===== src/hw/rtl/sccf_pkg.sv =====
// ----------------------------------------------------------------------------
// sccf_pkg
// Types, constants and codes shared by the scan cluster cylinder finder.
// ----------------------------------------------------------------------------
package sccf_pkg;

  localparam int MAX_SAMPLES = 4096;
  localparam int TRIG_BITS   = 16;
  localparam int FRAC_BITS   = TRIG_BITS - 1;

  localparam int IDX_W     = $clog2(MAX_SAMPLES + 1);
  localparam int RANGE_W   = 16;
  localparam int POS_W     = 21;
  localparam int ANG_W     = 16;
  localparam int CNT_W     = 13;
  localparam int PT_W      = 17;
  localparam int SUM_W     = 29;
  localparam int CFG_W     = 16;
  localparam int CFG_IDX_W = 3;
  localparam int MUL_W     = 33;
  localparam int PROD_W    = 2 * MUL_W;
  localparam int ACC_W     = 48;
  localparam int POLY_W    = 31;
  localparam int DCNT_W    = $clog2(SUM_W);

  localparam logic [POLY_W-1:0] POLY_A5 = 31'd1685472550;
  localparam logic [POLY_W-1:0] POLY_B5 = 31'd686590540;
  localparam logic [POLY_W-1:0] POLY_C5 = 31'd74859814;
  localparam logic [ANG_W-1:0]  QUARTER_TURN = 16'd16384;

  localparam logic [CFG_W-1:0] RANGE_LOW_RST  = 16'd0;
  localparam logic [CFG_W-1:0] RANGE_HIGH_RST = 16'd65535;
  localparam logic [CFG_W-1:0] START_ANG_RST  = 16'd0;
  localparam logic [CFG_W-1:0] ANG_STEP_RST   = 16'd182;
  localparam logic [CFG_W-1:0] JOIN_DIST_RST  = 16'd100;
  localparam logic [CFG_W-1:0] TGT_WIDTH_RST  = 16'd300;
  localparam logic [CFG_W-1:0] WIDTH_TOL_RST  = 16'd50;

  typedef enum logic [CFG_IDX_W-1:0] {
    CFG_RANGE_LOW  = 3'd0,
    CFG_RANGE_HIGH = 3'd1,
    CFG_START_ANG  = 3'd2,
    CFG_ANG_STEP   = 3'd3,
    CFG_JOIN_DIST  = 3'd4,
    CFG_TGT_WIDTH  = 3'd5,
    CFG_WIDTH_TOL  = 3'd6
  } cfg_idx_e;

  typedef enum logic [4:0] {
    OP_NONE,
    OP_LATCH,
    OP_ANG,
    OP_TLOAD,
    OP_T0,
    OP_T1,
    OP_T2,
    OP_T3,
    OP_PX,
    OP_PY,
    OP_DX,
    OP_DY,
    OP_JJ,
    OP_JOIN,
    OP_WX,
    OP_WY,
    OP_HI,
    OP_LO,
    OP_DIV_INIT,
    OP_DIV_STEP,
    OP_DIV_DONE,
    OP_RX1,
    OP_RX2,
    OP_RY1,
    OP_RY2,
    OP_OUT,
    OP_START,
    OP_FINISH
  } op_e;

  typedef struct packed {
    op_e  op;
    logic sin_ph;
    logic head;
    logic div_y;
  } cmd_t;

  typedef struct packed {
    logic kept;
    logic scan_end;
    logic open;
    logic cnt_ge2;
    logic cmp_ok;
    logic div_last;
    logic out_busy;
  } stat_t;

endpackage


===== src/hw/rtl/sccf_ctrl.sv =====
// ----------------------------------------------------------------------------
// sccf_ctrl
// Sequencer that steps the datapath through one sample at a time.
// ----------------------------------------------------------------------------
module sccf_ctrl (
  input  logic            clk_i,
  input  logic            rst_ni,
  input  logic            in_valid_i,
  input  sccf_pkg::stat_t stat_i,
  output logic            in_ready_o,
  output sccf_pkg::cmd_t  cmd_o
);
  import sccf_pkg::*;

  typedef enum logic [4:0] {
    S_IDLE, S_CHECK, S_ANG, S_TLOAD, S_T0, S_T1, S_T2, S_T3, S_PX, S_PY,
    S_DX, S_DY, S_JJ, S_JOIN, S_CL_CHECK, S_WX, S_WY, S_HI, S_LO,
    S_DIV_INIT, S_DIV_STEP, S_DIV_DONE, S_RX1, S_RX2, S_RY1, S_RY2,
    S_OUT, S_START, S_FINISH
  } state_e;

  state_e state_q, state_d;
  logic   sin_q, sin_d;
  logic   head_q, head_d;
  logic   divy_q, divy_d;
  logic   brk_q, brk_d;
  state_e exit_st;

  assign in_ready_o = (state_q == S_IDLE);
  assign exit_st    = brk_q ? S_START : S_FINISH;

  always_comb begin
    state_d      = state_q;
    sin_d        = sin_q;
    head_d       = head_q;
    divy_d       = divy_q;
    brk_d        = brk_q;
    cmd_o.op     = OP_NONE;
    cmd_o.sin_ph = sin_q;
    cmd_o.head   = head_q;
    cmd_o.div_y  = divy_q;
    case (state_q)
      S_IDLE: begin
        if (in_valid_i) begin
          cmd_o.op = OP_LATCH;
          state_d  = S_CHECK;
        end
      end
      S_CHECK: begin
        if (stat_i.kept) begin
          state_d = S_ANG;
        end else if (stat_i.scan_end) begin
          brk_d   = 1'b0;
          state_d = S_CL_CHECK;
        end else begin
          state_d = S_FINISH;
        end
      end
      S_ANG: begin
        cmd_o.op = OP_ANG;
        sin_d    = 1'b0;
        head_d   = 1'b0;
        state_d  = S_TLOAD;
      end
      S_TLOAD: begin
        cmd_o.op = OP_TLOAD;
        state_d  = S_T0;
      end
      S_T0: begin
        cmd_o.op = OP_T0;
        state_d  = S_T1;
      end
      S_T1: begin
        cmd_o.op = OP_T1;
        state_d  = S_T2;
      end
      S_T2: begin
        cmd_o.op = OP_T2;
        state_d  = S_T3;
      end
      S_T3: begin
        cmd_o.op = OP_T3;
        if (!sin_q) begin
          sin_d   = 1'b1;
          state_d = S_TLOAD;
        end else begin
          state_d = head_q ? S_RX1 : S_PX;
        end
      end
      S_PX: begin
        cmd_o.op = OP_PX;
        state_d  = S_PY;
      end
      S_PY: begin
        cmd_o.op = OP_PY;
        state_d  = stat_i.open ? S_DX : S_START;
      end
      S_DX: begin
        cmd_o.op = OP_DX;
        state_d  = S_DY;
      end
      S_DY: begin
        cmd_o.op = OP_DY;
        state_d  = S_JJ;
      end
      S_JJ: begin
        cmd_o.op = OP_JJ;
        if (stat_i.cmp_ok) begin
          state_d = S_JOIN;
        end else begin
          brk_d   = 1'b1;
          state_d = S_CL_CHECK;
        end
      end
      S_JOIN: begin
        cmd_o.op = OP_JOIN;
        if (stat_i.scan_end) begin
          brk_d   = 1'b0;
          state_d = S_CL_CHECK;
        end else begin
          state_d = S_FINISH;
        end
      end
      S_CL_CHECK: begin
        state_d = (stat_i.open && stat_i.cnt_ge2) ? S_WX : exit_st;
      end
      S_WX: begin
        cmd_o.op = OP_WX;
        state_d  = S_WY;
      end
      S_WY: begin
        cmd_o.op = OP_WY;
        state_d  = S_HI;
      end
      S_HI: begin
        cmd_o.op = OP_HI;
        state_d  = stat_i.cmp_ok ? S_LO : exit_st;
      end
      S_LO: begin
        cmd_o.op = OP_LO;
        divy_d   = 1'b0;
        state_d  = stat_i.cmp_ok ? S_DIV_INIT : exit_st;
      end
      S_DIV_INIT: begin
        cmd_o.op = OP_DIV_INIT;
        state_d  = S_DIV_STEP;
      end
      S_DIV_STEP: begin
        cmd_o.op = OP_DIV_STEP;
        if (stat_i.div_last) begin
          state_d = S_DIV_DONE;
        end
      end
      S_DIV_DONE: begin
        cmd_o.op = OP_DIV_DONE;
        if (!divy_q) begin
          divy_d  = 1'b1;
          state_d = S_DIV_INIT;
        end else begin
          head_d  = 1'b1;
          sin_d   = 1'b0;
          state_d = S_TLOAD;
        end
      end
      S_RX1: begin
        cmd_o.op = OP_RX1;
        state_d  = S_RX2;
      end
      S_RX2: begin
        cmd_o.op = OP_RX2;
        state_d  = S_RY1;
      end
      S_RY1: begin
        cmd_o.op = OP_RY1;
        state_d  = S_RY2;
      end
      S_RY2: begin
        cmd_o.op = OP_RY2;
        state_d  = S_OUT;
      end
      S_OUT: begin
        if (!stat_i.out_busy) begin
          cmd_o.op = OP_OUT;
          state_d  = exit_st;
        end
      end
      S_START: begin
        cmd_o.op = OP_START;
        state_d  = S_FINISH;
      end
      S_FINISH: begin
        cmd_o.op = OP_FINISH;
        state_d  = S_IDLE;
      end
      default: begin
        state_d = S_IDLE;
      end
    endcase
  end

  always_ff @(posedge clk_i or negedge rst_ni) begin
    if (!rst_ni) begin
      state_q <= S_IDLE;
      sin_q   <= 1'b0;
      head_q  <= 1'b0;
      divy_q  <= 1'b0;
      brk_q   <= 1'b0;
    end else begin
      state_q <= state_d;
      sin_q   <= sin_d;
      head_q  <= head_d;
      divy_q  <= divy_d;
      brk_q   <= brk_d;
    end
  end

endmodule


===== config.mk =====
export PLATFORM = sky130hd
export DESIGN_NAME = sccf_ctrl
export DESIGN_NICKNAME = d
export VERILOG_FILES = /design/src/hw/rtl/sccf_pkg.sv /design/src/hw/rtl/sccf_ctrl.sv
export SDC_FILE = /design/constraint.sdc
export NUM_CORES = 1
export LEC_CHECK = 0
export BUFFER_PORTS_ARGS = -buffer_cell sky130_fd_sc_hd__buf_4
export CORE_MARGIN = 2
export CORE_UTILIZATION = 40
export DETAILED_ROUTE_END_ITERATION = 7
export SLEW_MARGIN = 20
export SYNTH_ARGS = -nofsm -noshare
export SYNTH_HDL_FRONTEND = slang
export SYNTH_SLANG_ARGS = --single-unit

===== constraint.sdc =====
create_clock -name clk_i -period 2.97 [get_ports clk_i]
set_input_delay 0.297 -clock clk_i [delete_from_list [all_inputs] [get_ports clk_i]]
set_output_delay 0.297 -clock clk_i [all_outputs]
set_load 0.1 [all_outputs]

### After elaboration in Yosys (flattened, before gate mapping)

Cells that the tools add are included.
W data, S select, Z words.

| word-level totals | value |
|---|---|
| bits in registers | 9 |
| bits in writable memories | 0 |
| latch bits | 0 |
| memories kept | 0 |
| bits in read-only memories | 0 |
| output and inout bits | 9 |
| input bits | 10 |

| operators by class | value |
|---|---|
| multiply operators | 0 |
| equal/unequal tests | 34 |
| shifts and indexed selects | 0 |
| order comparisons | 0 |
| reductions and logical operators | 10 |
| multiplexer cells | 27 |
| bitwise operators | 0 |
| div/mod/pow operators | 0 |
| add/subtract/negate cells | 0 |

Operators with widths:

| operator | number |
|---|---|
| $pmux W5 S28 | 1 |
| $pmux W5 S27 | 1 |
| $eq A5 B5 Y1 const B | 13 |
| $mux W5 | 11 |
| $eq A5 B4 Y1 const B | 8 |
| $eq A5 B3 Y1 const B | 4 |
| $ne A2 B2 Y1 const B | 6 |
| $eq A5 B2 Y1 const B | 2 |
| $mux W4 | 2 |
| $mux W1 | 6 |
| $pmux W1 S3 | 2 |
| $reduce_and A3 Y1 | 2 |
| $reduce_bool A3 Y1 | 2 |
| $eq A5 B1 Y1 const B | 1 |
| $logic_not A5 Y1 | 1 |
| $pmux W1 S2 | 2 |
| $reduce_and A2 Y1 | 2 |
| $reduce_bool A2 Y1 | 2 |
| $mux W3 | 1 |
| $mux W2 | 1 |
| $logic_and A1 B1 Y1 | 1 |

### Depth between registers and ports, before layout

| depth | value |
|---|---|
| depth after elaboration | 3 |
| mapped depth | 6 |
| gate-level depth less buffers | 5 |

### Worst setup path before layout

No wires, ideal clock.

| timing path | value |
|---|---|
| path kind | reg-to-output |
| start point | reg state_q[4] |
| end point | out cmd_o[3] (netlist name) |
| setup slack | -0.574 ns |
| arrival time | 3.247 ns |
| required time | 2.673 ns |
| stages on the path, launching flop included | 6 |
| cell sequence | dfrtp_1 > clkbuf_8 > buf_2 > nor4_1 > a21oi_1 > o311ai_1 |

RTL lines:

| what | line | RTL |
|---|---|---|
| start, declared | sccf_ctrl.sv:22 | `state_e state_q, state_d;` |
| start signal, assigned | sccf_ctrl.sv:209 | `state_q <= state_d;` |
| end, declared | sccf_ctrl.sv:11 | `output sccf_pkg::cmd_t cmd_o` |

==> results.json <==
{
  "outcome": "completed",
  "syn_inst": 153,
  "setup_tns_ns": 0,
  "drcViolationCount": 0,
  "cts_sinks": 9,
  "post_drt_wl_per_cell_um": 17.5,
  "drt_iter0_drc": 76,
  "synth_top_area_share": 0.195,
  "cts_setup_buffers": 0,
  "clockBufferDepth": 2,
  "antenna_cells": 0,
  "htreeDepth": 1,
  "hold_viol_final": 0,
  "ys_async_sr_fraction": 1.00,
  "critPathLaunchType": "register",
  "clockRootBuffer": "clkbuf_4",
  "arrival_ns": 2.20,
  "start_util": 0.419,
  "track_usage": 0.212,
  "cts_tree": "built",
  "max_freq_mhz": 401,
  "synth-edff-count": 0,
  "ys_ff_latch": 9,
  "ys_seq_area_frac": 0.195,
  "cap_violations": 0,
  "hold_slack_ns": 0.310,
  "rows": 19,
  "fill_cells": 311,
  "ant_nets": 0,
  "path_max_fanout": 26,
  "synthTopCellsByArea": "dfrtp_1 20%, buf_6 5.9%, nand2_1 4.9%",
  "drive_above_1_share": 0.262,
  "cp_data_required_time_ns": 2.67,
  "synth_most_common_cell": "nand2_1",
  "synth_top_cells_by_count": "15 x nand2_1, 13 x nor2_1, 11 x a21oi_1, 11 x o21ai_0, 9 x dfrtp_1",
  "skew_ns": 0.00985,
  "wl_mm": 3.41,
  "fin_cells": 195,
  "dieArea_um2": 3330,
  "drt-vias-per-instance": 6.46,
  "area_delta_synth_final_pct": 9.10,
  "period_needed_ns": 2.50,
  "gp_congestion": 0.900,
  "worstMarginPinSlew_ns": 0.776,
  "drt_first_pass_iters": 4,
  "ys.warnings.count": 0,
  "design_area_um2": 1260,
  "dp_hpwl_mm": 2.45,
  "synthDistinctLibCells": 52,
  "dp.cells": 190,
  "synth_ff_type": "dfrtp_1",
  "grt_pass1_wl_mm": 5.53,
  "grt.overflow.total": 0,
  "io_pins": 19,
  "slew_headroom": 0.483,
  "clk_latency_ns": 0.27,
  "rsz0062_at_grt": "false",
  "die_w_um": 57.7,
  "grt_antenna_before_repair": 0,
  "port_buffers": 18,
  "fin_crit_sh": 0.841,
  "first_global_vias": 1155,
  "syn_area_um2": 1150,
  "via_count": 1259,
  "syn_avg_cell_area_um2": 7.55,
  "numCtsBuffers": 3,
  "synth_top_area_cell": "dfrtp_1",
  "clk_pin_slew_ns": 0.07,
  "finalSetupViolations": 0,
  "layout.nets": 175,
  "crit_type": "reg2out",
  "core_um2": 2760,
  "grt_max_degree": 27,
  "synth_fp_nets": 163,
  "die-height_um": 57.7,
  "placed_area_um2": 1220,
  "worst_setup_path_end_kind": "output pin",
  "drv_slew": 0,
  "hold_class": "in2reg"
}
[what timing repair did]
| action | in CTS | in global routing |
|---|---|---|
| hold endpoints to repair | 9 | 0 |
| resized for setup | 0 | 0 |
| hold buffers | 1 | 0 |
[cell type report]
cell class | instances | area [um^2] | share of cell area
clock buffers | 4 | 26.3 | 0.0209
inverters | 6 | 22.5 | 0.0179
multi-input cells | 123 | 779 | 0.619
flip-flops and latches | 9 | 225 | 0.179
well taps | 31 | 38.8 | 0.0308
repair buffers | 22 | 168 | 0.133
[cell usage in the layout, fill, tap and decap left out, types with 2 or more instances in the layout]
cell type   n
and3_1      2
a32oi_1     3
nor2_1     13
inv_1       3
o21ai_1     4
clkbuf_4    3
nand2_1    15
a21o_1      2
a221oi_1    2
o311ai_1    2
nor4_1      3
nand3_1     4
nor3_1      6
a22o_1      2
inv_2       3
nand2b_1    6
nand4_1     2
a21oi_1    11
buf_4      21
a31oi_1     3
o21ai_0    11
o31ai_1     3
dfrtp_1     9
[critical path: stages (launching register included)]
cell      delay (ns)
dfrtp_1         0.67
nand2b_1        0.31
or4_1           0.52
o311ai_2        0.10
buf_4           0.34
[flip-flops by register name (all words and copies together), names as in the netlist]
| signal | cells |
|---|---|
| state_q | 5 |
| brk_q | 1 |
| divy_q | 1 |
| head_q | 1 |
| sin_q | 1 |
[worst paths after layout]
path | end | slack (ns) | cells after the start | from
max reg2reg | state_q[2]$_DFFE_PN0P_ | 1.01 | 4 | state_q[2]$_DFFE_PN0P_
min reg2reg | state_q[3]$_DFFE_PN0P_ | 0.57 | 1 | head_q$_DFFE_PN0P_
min in group asynchronous | sin_q$_DFFE_PN0P_ | 0.38 | 2 | rst_ni
min | brk_q$_DFFE_PN0P_ | 0.31 | 2 | stat_i[2]
max | cmd_o[3] | 0.47 | 4 | state_q[2]$_DFFE_PN0P_
max in group asynchronous | state_q[2]$_DFFE_PN0P_ | 2.44 | 2 | rst_ni
[routing by layer]
layer | vias to the layer above | GRT usage | part of all wire | routed length (um)
met4 | 0 | 0.0930 | 0.017 | 58
met5 | - | 0 | 0 | 0
li1 | 596 | - | - | -
met1 | 590 | 0.280 | 0.43 | 1460
met2 | 67 | 0.333 | 0.47 | 1600
met3 | 6 | 0.0446 | 0.084 | 287
[logic make-up (layout without fill, tap and decap cells)]
kind of cell	Yosys count	count (layout)	share of synthesized area
AOI/OAI and AO/OA	57	57	0.337
adders and majority gates	1	1	0.00975
buffers and inverters	21	32	0.141
DFF	9	9	0.195
and+or+nand+nor	65	65	0.317
[stage by stage]
step	utilization	worst slack (ns)
floorplan	-	0.354
global placement	0.444	0.826
detailed placement	0.444	0.771
CTS	0.457	0.488
global route	0.457	0.382
finish	0.457	0.474
Power is not shown: default switching activity piles up to over one toggle a cycle in this logic, so the estimate is an artifact.
